<file path="config.mk">
export PLATFORM = sky130hd
export DESIGN_NAME = lcd_mode_timing_and_status_unit
export DESIGN_NICKNAME = d
export VERILOG_FILES = /design/src/hdl/lmts_pkg.sv /design/src/hdl/lcd_mode_timing_and_status_unit.sv /design/src/hdl/lmts_core.sv
export SDC_FILE = /design/constraint.sdc
export NUM_CORES = 1
export LEC_CHECK = 0
export BUFFER_PORTS_ARGS = -buffer_cell sky130_fd_sc_hd__buf_4
export CORE_ASPECT_RATIO = 1.1
export CORE_UTILIZATION = 50
export DETAILED_ROUTE_END_ITERATION = 8
export GPL_TIMING_DRIVEN = 1
export PLACE_DENSITY_LB_ADDON = 0.1
export SYNTH_ARGS = -nofsm -noshare
export SYNTH_HDL_FRONTEND = slang
export SYNTH_SLANG_ARGS = --single-unit
</file>
<file path="constraint.sdc">
create_clock -name clk -period 5.4 [get_ports clk]
set_input_delay 1.35 -clock clk [delete_from_list [all_inputs] [get_ports clk]]
set_output_delay 1.35 -clock clk [all_outputs]
set_load 0.03 [all_outputs]
</file>
<file path="src/hdl/lmts_pkg.sv">
package lmts_pkg;

    typedef enum logic [1:0] {
        MODE_HBLANK = 2'd0,
        MODE_VBLANK = 2'd1,
        MODE_OAM    = 2'd2,
        MODE_XFER   = 2'd3
    } mode_t;

    localparam logic [1:0] ACT_TICK  = 2'd0;
    localparam logic [1:0] ACT_WRITE = 2'd1;
    localparam logic [1:0] ACT_READ  = 2'd2;

    localparam logic [15:0] ADDR_LCDC = 16'hFF40;
    localparam logic [15:0] ADDR_STAT = 16'hFF41;
    localparam logic [15:0] ADDR_SCY  = 16'hFF42;
    localparam logic [15:0] ADDR_SCX  = 16'hFF43;
    localparam logic [15:0] ADDR_LY   = 16'hFF44;
    localparam logic [15:0] ADDR_LYC  = 16'hFF45;
    localparam logic [15:0] ADDR_BGP  = 16'hFF47;
    localparam logic [15:0] ADDR_OBP0 = 16'hFF48;
    localparam logic [15:0] ADDR_OBP1 = 16'hFF49;
    localparam logic [15:0] ADDR_WY   = 16'hFF4A;
    localparam logic [15:0] ADDR_WX   = 16'hFF4B;

    localparam logic [8:0]  OAM_DOTS      = 9'd80;
    localparam logic [8:0]  XFER_DOTS     = 9'd172;
    localparam logic [15:0] LINE_DOTS     = 16'd456;
    localparam logic [7:0]  VISIBLE_LINES = 8'd144;
    localparam logic [7:0]  TOTAL_LINES   = 8'd154;

    localparam logic [7:0] LCDC_RESET = 8'h91;
    localparam logic [7:0] STAT_RESET = 8'h85;
    localparam logic [7:0] BGP_RESET  = 8'hE4;
    localparam logic [7:0] OBP_RESET  = 8'hFF;
    localparam logic [7:0] UNMAPPED   = 8'hFF;

    // STAT and LCDC bit positions.
    localparam int STAT_HBLANK_IE = 3;
    localparam int STAT_VBLANK_IE = 4;
    localparam int STAT_OAM_IE    = 5;
    localparam int STAT_LYC_IE    = 6;
    localparam int LCDC_ENABLE    = 7;

    typedef struct packed {
        logic [7:0]  write_data;
        logic [15:0] reg_address;
        logic [7:0]  dots;
        logic [1:0]  action;
    } item_t;

    typedef struct packed {
        logic [7:0] current_line;
        mode_t      current_mode;
        logic       stat_irq;
        logic       vblank_irq;
        logic [7:0] read_data;
    } result_t;

endpackage

</file>
<file path="src/hdl/lcd_mode_timing_and_status_unit.sv">
// LCD controller timing and register file.
// The slave channel carries one item per beat: s_tuser selects a dot tick,
// a register write or a register read, and s_tdata carries the dot count,
// the bus address and the write byte. Each beat yields exactly one result
// beat on the master channel with the read byte, the two interrupt flags,
// the mode and the line counter as they stand after the item.
// An accepted beat lands in an input register; once the output register is
// free or being emptied, the mode and line logic updates the display state
// and the result goes into the output register, which drives m_tvalid.
// One item is taken per cycle while m_tready stays high: the state update
// is a single pass through the counters and compares between the input and
// output registers.
// When m_tready is low the output register holds its beat; the input
// register can still take one more beat, and s_tready then drops until the
// result is taken.
// Reset loads the documented register values, puts the display in OAM
// search on line zero with cleared dot counts and empties both registers.
module lcd_mode_timing_and_status_unit (
    input  logic        clk,
    input  logic        rst_n,
    input  logic        s_tvalid,
    output logic        s_tready,
    input  logic [31:0] s_tdata,  // dots[7:0], reg_address[23:8], write_data[31:24]
    input  logic [1:0]  s_tuser,  // action[1:0]
    output logic        m_tvalid,
    input  logic        m_tready,
    output logic [23:0] m_tdata   // read_data[7:0], vblank_irq[8], stat_irq[9],
                                  // current_mode[11:10], current_line[19:12], zero[23:20]
);

    lmts_pkg::item_t   item_reg;
    logic              in_valid_reg;
    lmts_pkg::result_t res;
    lmts_pkg::result_t out_reg;
    logic              out_valid_reg;
    logic              advance;

    assign advance  = in_valid_reg && (!out_valid_reg || m_tready);
    assign s_tready = !in_valid_reg || advance;
    assign m_tvalid = out_valid_reg;
    assign m_tdata  = {4'd0, out_reg};

    always_ff @(posedge clk or negedge rst_n)
    begin
        if (!rst_n)
        begin
            in_valid_reg  <= 1'b0;
            out_valid_reg <= 1'b0;
        end
        else
        begin
            if (s_tready)
                in_valid_reg <= s_tvalid;
            if (advance)
                out_valid_reg <= 1'b1;
            else if (m_tready)
                out_valid_reg <= 1'b0;
        end
    end

    always_ff @(posedge clk)
    begin
        if (s_tready && s_tvalid)
        begin
            item_reg.action      <= s_tuser;
            item_reg.dots        <= s_tdata[7:0];
            item_reg.reg_address <= s_tdata[23:8];
            item_reg.write_data  <= s_tdata[31:24];
        end
        if (advance)
            out_reg <= res;
    end

    lmts_core u_core (
        .clk   (clk),
        .rst_n (rst_n),
        .en    (advance),
        .item  (item_reg),
        .res   (res)
    );

endmodule

</file>
<file path="src/hdl/lmts_core.sv">
module lmts_core (
    input  logic             clk,
    input  logic             rst_n,
    input  logic             en,
    input  lmts_pkg::item_t  item,
    output lmts_pkg::result_t res
);

    logic [7:0]  control_reg, control_next;
    logic [7:0]  status_reg, status_next;
    logic [7:0]  scy_reg, scy_next;
    logic [7:0]  scx_reg, scx_next;
    logic [7:0]  line_reg, line_next;
    logic [7:0]  lyc_reg, lyc_next;
    logic [7:0]  bgp_reg, bgp_next;
    logic [7:0]  opal0_reg, opal0_next;
    logic [7:0]  opal1_reg, opal1_next;
    logic [7:0]  wy_reg, wy_next;
    logic [7:0]  wx_reg, wx_next;
    lmts_pkg::mode_t mode_reg, mode_next;
    logic [8:0]  mcnt_reg, mcnt_next;
    logic [15:0] ldc_reg, ldc_next;
    logic        cmp_reg, cmp_next;

    logic [15:0] ldc_sum;
    logic [8:0]  mode_sum;
    logic [7:0]  line_inc;
    logic        line_done;
    logic        eq;

    assign ldc_sum   = ldc_reg + {8'd0, item.dots};
    assign mode_sum  = mcnt_reg + {1'b0, item.dots};
    assign line_inc  = line_reg + 8'd1;
    assign line_done = (ldc_sum >= lmts_pkg::LINE_DOTS);
    assign eq        = (line_next == lyc_reg);

    always_comb
    begin
        control_next = control_reg;
        status_next  = status_reg;
        scy_next     = scy_reg;
        scx_next     = scx_reg;
        line_next    = line_reg;
        lyc_next     = lyc_reg;
        bgp_next     = bgp_reg;
        opal0_next   = opal0_reg;
        opal1_next   = opal1_reg;
        wy_next      = wy_reg;
        wx_next      = wx_reg;
        mode_next    = mode_reg;
        mcnt_next    = mcnt_reg;
        ldc_next     = ldc_reg;
        cmp_next     = cmp_reg;
        res          = '0;

        unique case (item.action)
            lmts_pkg::ACT_TICK:
            begin
                ldc_next = ldc_sum;
                if (line_reg < lmts_pkg::VISIBLE_LINES)
                begin
                    unique case (mode_reg)
                        lmts_pkg::MODE_OAM:
                        begin
                            mcnt_next = mode_sum;
                            if (mode_sum >= lmts_pkg::OAM_DOTS)
                            begin
                                mode_next = lmts_pkg::MODE_XFER;
                                mcnt_next = '0;
                            end
                        end
                        lmts_pkg::MODE_XFER:
                        begin
                            mcnt_next = mode_sum;
                            if (mode_sum >= lmts_pkg::XFER_DOTS)
                            begin
                                mode_next = lmts_pkg::MODE_HBLANK;
                                mcnt_next = '0;
                                // With the display off the line counter drops to zero here.
                                if (!control_reg[lmts_pkg::LCDC_ENABLE])
                                    line_next = '0;
                                if (status_reg[lmts_pkg::STAT_HBLANK_IE])
                                    res.stat_irq = 1'b1;
                            end
                        end
                        lmts_pkg::MODE_HBLANK:
                        begin
                            if (line_done)
                            begin
                                line_next = line_inc;
                                ldc_next  = ldc_sum - lmts_pkg::LINE_DOTS;
                                mcnt_next = '0;
                                if (line_inc == lmts_pkg::VISIBLE_LINES)
                                begin
                                    mode_next      = lmts_pkg::MODE_VBLANK;
                                    res.vblank_irq = 1'b1;
                                    if (status_reg[lmts_pkg::STAT_VBLANK_IE])
                                        res.stat_irq = 1'b1;
                                end
                                else
                                begin
                                    mode_next = lmts_pkg::MODE_OAM;
                                    if (status_reg[lmts_pkg::STAT_OAM_IE])
                                        res.stat_irq = 1'b1;
                                end
                            end
                        end
                        default:
                        begin
                            // VBlank mode on a visible line falls back to OAM search.
                            mode_next = lmts_pkg::MODE_OAM;
                            mcnt_next = '0;
                        end
                    endcase
                end
                else
                begin
                    mode_next = lmts_pkg::MODE_VBLANK;
                    if (line_done)
                    begin
                        ldc_next  = ldc_sum - lmts_pkg::LINE_DOTS;
                        mcnt_next = '0;
                        line_next = line_inc;
                        if (line_inc >= lmts_pkg::TOTAL_LINES)
                        begin
                            line_next = '0;
                            mode_next = lmts_pkg::MODE_OAM;
                            if (status_reg[lmts_pkg::STAT_OAM_IE])
                                res.stat_irq = 1'b1;
                        end
                    end
                    else
                    begin
                        mcnt_next = ldc_sum[8:0];
                    end
                end
                status_next = {status_reg[7:3], eq, mode_next};
                if (eq && !cmp_reg && status_reg[lmts_pkg::STAT_LYC_IE])
                    res.stat_irq = 1'b1;
                cmp_next = eq;
            end
            lmts_pkg::ACT_WRITE:
            begin
                unique case (item.reg_address)
                    lmts_pkg::ADDR_LCDC: control_next = item.write_data;
                    lmts_pkg::ADDR_STAT: status_next  = {item.write_data[7:3], status_reg[2:0]};
                    lmts_pkg::ADDR_SCY:  scy_next     = item.write_data;
                    lmts_pkg::ADDR_SCX:  scx_next     = item.write_data;
                    lmts_pkg::ADDR_LYC:  lyc_next     = item.write_data;
                    lmts_pkg::ADDR_BGP:  bgp_next     = item.write_data;
                    lmts_pkg::ADDR_OBP0: opal0_next   = item.write_data;
                    lmts_pkg::ADDR_OBP1: opal1_next   = item.write_data;
                    lmts_pkg::ADDR_WY:   wy_next      = item.write_data;
                    lmts_pkg::ADDR_WX:   wx_next      = item.write_data;
                    default: ;
                endcase
            end
            lmts_pkg::ACT_READ:
            begin
                unique case (item.reg_address)
                    lmts_pkg::ADDR_LCDC: res.read_data = control_reg;
                    lmts_pkg::ADDR_STAT: res.read_data = status_reg;
                    lmts_pkg::ADDR_SCY:  res.read_data = scy_reg;
                    lmts_pkg::ADDR_SCX:  res.read_data = scx_reg;
                    lmts_pkg::ADDR_LY:   res.read_data = line_reg;
                    lmts_pkg::ADDR_LYC:  res.read_data = lyc_reg;
                    lmts_pkg::ADDR_BGP:  res.read_data = bgp_reg;
                    lmts_pkg::ADDR_OBP0: res.read_data = opal0_reg;
                    lmts_pkg::ADDR_OBP1: res.read_data = opal1_reg;
                    lmts_pkg::ADDR_WY:   res.read_data = wy_reg;
                    lmts_pkg::ADDR_WX:   res.read_data = wx_reg;
                    default:             res.read_data = lmts_pkg::UNMAPPED;
                endcase
            end
            default: ;
        endcase

        res.current_mode = mode_next;
        res.current_line = line_next;
    end

    always_ff @(posedge clk or negedge rst_n)
    begin
        if (!rst_n)
        begin
            control_reg <= lmts_pkg::LCDC_RESET;
            status_reg  <= lmts_pkg::STAT_RESET;
            scy_reg     <= '0;
            scx_reg     <= '0;
            line_reg    <= '0;
            lyc_reg     <= '0;
            bgp_reg     <= lmts_pkg::BGP_RESET;
            opal0_reg   <= lmts_pkg::OBP_RESET;
            opal1_reg   <= lmts_pkg::OBP_RESET;
            wy_reg      <= '0;
            wx_reg      <= '0;
            mode_reg    <= lmts_pkg::MODE_OAM;
            mcnt_reg    <= '0;
            ldc_reg     <= '0;
            cmp_reg     <= 1'b0;
        end
        else if (en)
        begin
            control_reg <= control_next;
            status_reg  <= status_next;
            scy_reg     <= scy_next;
            scx_reg     <= scx_next;
            line_reg    <= line_next;
            lyc_reg     <= lyc_next;
            bgp_reg     <= bgp_next;
            opal0_reg   <= opal0_next;
            opal1_reg   <= opal1_next;
            wy_reg      <= wy_next;
            wx_reg      <= wx_next;
            mode_reg    <= mode_next;
            mcnt_reg    <= mcnt_next;
            ldc_reg     <= ldc_next;
            cmp_reg     <= cmp_next;
        end
    end

    a_line_range: assert property (@(posedge clk) disable iff (!rst_n)
        line_reg < lmts_pkg::TOTAL_LINES)
        else $error("line counter out of range");

    a_vblank_lines: assert property (@(posedge clk) disable iff (!rst_n)
        (line_reg >= lmts_pkg::VISIBLE_LINES) |-> (mode_reg == lmts_pkg::MODE_VBLANK))
        else $error("blanking line outside VBlank mode");

    a_vblank_irq_line: assert property (@(posedge clk) disable iff (!rst_n)
        (en && res.vblank_irq) |=> (line_reg == lmts_pkg::VISIBLE_LINES))
        else $error("VBlank interrupt without entering the first blanking line");

    a_oam_count: assert property (@(posedge clk) disable iff (!rst_n)
        (mode_reg == lmts_pkg::MODE_OAM) |-> (mcnt_reg < lmts_pkg::OAM_DOTS))
        else $error("OAM search dot count overran");

    a_xfer_count: assert property (@(posedge clk) disable iff (!rst_n)
        (mode_reg == lmts_pkg::MODE_XFER) |-> (mcnt_reg < lmts_pkg::XFER_DOTS))
        else $error("transfer dot count overran");

endmodule

</file>
Word level (Yosys, flattened, before mapping)
Index checks and enable logic that the tools add are counted.
{ "word_totals": {"register_bits": 172, "in_bits": 38, "out_inout_bits": 26, "elab_cells": 125} }
{ "classes": {"n_addsub": 4, "magnitude_cmp": 5, "n_eq_ne": 18, "mux": 43, "n_bitwise": 2, "n_reduce_logical": 26} }
{ "op_table": {"columns": ["cell", "n"], "rows": [
  ["$eq A16 B16 Y1 const B", 11],
  ["$pmux W8 S11", 1],
  ["$mux W8", 8],
  ["$mux W16", 3],
  ["$mux W9", 5],
  ["$reduce_and A3 Y1", 11],
  ["$pmux W8 S2", 2],
  ["$pmux W9 S3", 1],
  ["$mux W2", 9],
  ["$add A16 B8 Y16", 1],
  ["$ge A16 B9 Y1 const B", 1],
  ["$sub A16 B9 Y16 const B", 1],
  ["$mux W1", 12],
  ["$add A9 B8 Y9", 1],
  ["$ge A9 B7 Y1 const B", 1],
  ["$ge A9 B8 Y1 const B", 1],
  ["$add A8 B1 Y8 const B", 1],
  ["$eq A8 B8 Y1", 1],
  ["$eq A8 B8 Y1 const B", 1],
  ["$ge A8 B8 Y1 const B", 1],
  ["$lt A8 B8 Y1 const B", 1],
  ["$reduce_and A4 Y1", 2],
  ["$eq A2 B2 Y1 const B", 3],
  ["$pmux W2 S3", 1],
  ["other kinds (10)", 18]
]} }

Longest topological paths before layout
{ "depth": {"depth_word": 10, "ltp_mapped": 17, "ltp_nobuf": 14} }

Modules after synthesis
Synthesis repeated with hierarchy kept, for this count alone.
{ "unflattened": {"cells_unflattened": 939, "area_unflattened_um2": 9785.6} }
{ "modules_own_cells": {"columns": ["mod", "instances", "cells_per_inst", "area_each_um2"], "rows": [
  ["lmts_core", 1, 872, 8026.4],
  ["lcd_mode_timing_and_status_unit", 1, 67, 1759.2]
]} }

Worst setup path before layout
Ideal clock, no wire load.
{ "synth_path": {"kind": "register to register", "start": "register item_reg[2] (netlist name)", "end": "register out_reg, in the netlist m_tdata[9] (data pin)", "arrival_time_ns": 3.566, "required_ns": 5.255, "setup_slack_ns": 1.689, "stages_incl_launch_ff": 16, "path_buffers": 2, "synth_period_minus_slack_ns": 3.711, "cell_sequence": "edfxtp_1 > ha_1 > fa_1 > a2111oi_0 > nand3_1 > a21boi_0 > o21ai_2 > or3_1 > buf_6 > nand4_4 > buf_8 > and3_1 > or4_1 > a21oi_2 > o2111ai_1 > o21ai_1"} }
{ "synth_via": {"elab_chain_cells": 10, "elab_cells_between_ends": 19} }
{ "synth_rtl": {"columns": ["item", "line_no", "text"], "rows": [
  ["start, declared", "lcd_mode_timing_and_status_unit.sv:31", "lmts_pkg::item_t item_reg;"],
  ["$add A16 B8 Y16 or $add A9 B8 Y9 (tied branches)", "lmts_core.sv:31, lmts_core.sv:32", null],
  ["$ge A16 B9 Y1 or $ge A9 B8 Y1 (tied branches)", "lmts_core.sv:34, lmts_core.sv:75", null],
  ["$mux W8, on equally long branches", "lmts_core.sv:88, lmts_core.sv:75", null],
  ["$pmux W8 S2", "lmts_core.sv:62", "unique case (mode_reg)"],
  ["$mux W8", "lmts_core.sv:60", "if (line_reg < lmts_pkg::VISIBLE_LINES)"],
  ["$mux W8", "lmts_core.sv:56", "unique case (item.action)"],
  ["$eq A8 B8 Y1", "lmts_core.sv:35", "assign eq = (line_next == lyc_reg);"],
  ["$logic_and A1 B1 Y1 (2 in series)", "lmts_core.sv:138", "if (eq && !cmp_reg && status_reg[lmts_pkg::STAT_LYC_IE])"],
  ["$mux W1 *", "lmts_core.sv:138", null],
  ["end signal, assigned", "lcd_mode_timing_and_status_unit.sv:71", "out_reg <= res;"],
  ["end, declared", "lcd_mode_timing_and_status_unit.sv:34", "lmts_pkg::result_t out_reg;"]
]} }
Mark *: on every way between the ends. The rest lies on a longest branch, timed or not.
A chain may end at the register's enable or synchronous reset.

Final worst setup path
Same ends and word-level chain as after synthesis.

==> flow_summary.yaml <==
outcome:
  outcome: "completed"
grt:
  grt_pass1_vias: 7338
  antenna_found_initial: 0
  grt_overflow: 0
  grt_start_max_net_pins: 50
  grt_pass1_wl_um: 39970
  track_usage_pct: 26.08
worst_setup_path:
  worstSetupPathType: "reg -> reg"
  cp.arrival_ns: 4.90
  cp_num_buf_inv: 1
  reg2reg_depth: 14
  cp_max_fo: 21
  crit_family: "compound AO/OA/AOI/OAI gates"
  r2r_slack_ns: 0.79
  cpPeakStageDelay_ns: 0.60
  startpoint_type: "flop"
  worstSetupEndpointType: "flop"
  required_ns: 5.69
  r2r-start: "item_reg[2]$_DFFE_PP_"
  cpMaxStageDelayCell: "a2111oi_0"
  path_cells: "ha_1 > fa_1 > a2111oi_0 > nand3_1 > a21boi_0 > o21ai_2 > or3_1 > nand4_4 > inv_4 > nor3_1 > a221o_1 > o41ai_2 > o2111ai_1 > o21ai_1"
  worstReg2RegEnd: "m_tdata[9]$_SDFFCE_PN0P_"
clocking:
  post_cts_buffers: 0
  cts_tree: "built"
  clock_sinks: 172
  cts-resized-gates: 0
  root_buffer: "clkbuf_16"
  cts_buffers: 17
  clockBufferDepth: 2
  worstSkewPairLatency_ns: 0.43
  clk_pin_slew_ns: 0.07
  htreeDepth: 4
  cts_hold_buf: 0
timing:
  finalHoldViolations: 0
  finClkSkew_ns: 0.01173
  fmax_mhz: 216.7
  setup_viol: 0
  worst_slew_pin_slew_ns: 1.133
  slew-limit-headroom_pct: 23.89
  period_minus_slack_ns: 4.614
  whs_ns: 0.4896
  rsz0062_at_grt: "false"
  period_share_pct: 85.44
  drv_slew: 0
  setup_tns_ns: 0
detailed_routing:
  routed_wirelength_um: 24840
  first_pass_iters: 5
  wl_per_cell_um: 20.96
  post-route-drc-count: 0
  vias_per_cell: 6.184
  ant_nets: 0
  drt_iter0_drc: 493
  via_count: 7328
logic_synthesis:
  ys_seq_elements: 172
  synth_cells: 888
  syn_area_per_cell_um2: 11.05
  synth_edf_count: 54
  ys.warnings.count: 0
  syn_area_um2: 9812
  yosysSeqAreaShare_pct: 46.97
  async_reset_ff_share_pct: 68.60
  ys.flop_type: "dfrtp_1"
  yosysUniqueCellTypes: 89
placed_design:
  port_buffers: 59
  place_hpwl_um: 18260
  routabilityCongestion: 0.9099
finish:
  syn_to_final_growth_pct: 12.01
  fill_cells: 1619
  largest_reg_flops: 34
  num_antenna_cells: 0
  drive_gt1_share_pct: 26.12
  ff_latch_area_um2: 4608
  multi_input_area_um2: 4842
  final_util_pct: 57.35
  fin_nets: 990
die:
  io_pins: 64
  row_count: 53
  die_height_um: 148.9
  die-area_um2: 20190
  die_w_um: 135.6
  initial_core_util_pct: 51.20
  core_um2: 19160
power_and_ir_drop:
  p_leak_nw: 4.596
  ir_drop_uv: 241.8
  power-per-cell-area_nw_per_um2: 441.0
min_path:
  hold_end: "u_core.ldc_reg[0]$_DFFE_PN0P_"
  hold_class: "reg -> reg"
  min_from: "u_core.ldc_reg[0]$_DFFE_PN0P_"
  min_path_cells: 2
run:
  cap_violations: 0
[layout by cell type (no fill, tap or decap), types with 11 or more instances in the layout]
cell type,n
ha_1,25
nand2_1,84
dfrtp_1,91
a21oi_1,31
xor2_1,12
inv_1,30
dfstp_2,27
mux2_2,80
a21o_1,12
buf_4,68
clkbuf_16,17
a31oi_1,23
mux4_2,16
o21ai_0,36
edfxtp_1,54
nand4_1,11
nor2_1,47
a22oi_1,24
xnor2_1,25
nand3_1,19
[per-layer routing]
layer	vias up	share of wire, %	wire length [um]	track usage (%)
met5	-	0	0	0
met3	43	4.5	1125	3.976
met2	240	51	12650	44.72
li1	3422	-	-	-
met1	3623	42	10470	33.20
met4	0	2.3	581	9.551
[where the power goes]
| part | internal (mW) | leakage, nW | total, mW | switching, mW |
|---|---|---|---|---|
| registers | 1.52 | 2.03 | 1.71 | 0.194 |
| logic | 0.709 | 2.28 | 1.92 | 1.21 |
| clock network | 0.625 | 0.287 | 1.22 | 0.594 |
| total | 2.85 | 4.60 | 4.85 | 2.00 |
[synth_stat cells (12+ instances only)]
master    count  area, um^2
dfrtp_1      91        2277
nand2_1      84       315.3
mux2_2       80       900.9
edfxtp_1     54        1622
nor2_1       47       176.4
o21ai_0      36       180.2
a21oi_1      31       155.2
clkbuf_1     31       116.4
inv_1        30       112.6
dfstp_2      27       709.4
ha_1         25       312.8
xnor2_1      25       219.0
a22oi_1      24       180.2
a31oi_1      23       143.9
nand3_1      19       95.09
mux4_2       16       360.4
a21o_1       12       90.09
xor2_1       12       105.1
[worst max-delay path by stage]
stage	endpoint	cells after the start	slack [ns]	start
2_1_floorplan	m_tdata[9]$_SDFFCE_PN0P_	15	1.69	item_reg[2]$_DFFE_PP_
3_3_place_gp	m_tdata[9]$_SDFFCE_PN0P_	14	1.04	item_reg[2]$_DFFE_PP_
3_5_place_dp	m_tdata[9]$_SDFFCE_PN0P_	14	0.86	item_reg[2]$_DFFE_PP_
4_1_cts	m_tdata[9]$_SDFFCE_PN0P_	14	0.84	item_reg[2]$_DFFE_PP_
5_1_grt	m_tdata[9]$_SDFFCE_PN0P_	14	0.60	item_reg[2]$_DFFE_PP_
6_report	m_tdata[9]$_SDFFCE_PN0P_	14	0.79	item_reg[2]$_DFFE_PP_
[layout make-up]
type	count	area share [%]
clock inverter	14	1.537
timing repair buffer	68	4.645
sequential	172	41.93
inverter	32	1.116
clock buffer	18	3.905
multi-input combinational	634	44.06
tap	247	2.812
[through the flow]
| step | power [mW] | instances | instance area, um^2 | setup WS [ns] |
|---|---|---|---|---|
| finish | 4.847 | 1185 | 10990 | 0.7861 |
| global route | 5.149 | 1185 | 10990 | 0.5998 |
| CTS | 4.849 | 1185 | 10990 | 0.8412 |
| detailed placement | 3.616 | 1153 | 10390 | 0.8622 |
| global placement | 3.577 | 1153 | 10390 | 1.038 |
| floorplan | 3.152 | 891 | 9823 | 1.689 |
[cells by family after synthesis]
family | after synthesis | synth area share [%]
XOR/XNOR | 39 | 3.634
other | 1 | 0.03822
AO/OA/AOI/OAI | 227 | 16.60
flip-flops | 172 | 46.97
AND/OR/NAND/NOR | 240 | 12.41
adder cells (fa/ha/maj) | 27 | 3.596
multiplexers | 97 | 12.96
buffers and inverters | 85 | 3.800
[worst min-delay path, cell delays in order, from the launching register on]
cell and delay, ns:
dfrtp_1 0.35, nand2_1 0.06, nand2_1 0.05
(Power assumes the default switching activity.)
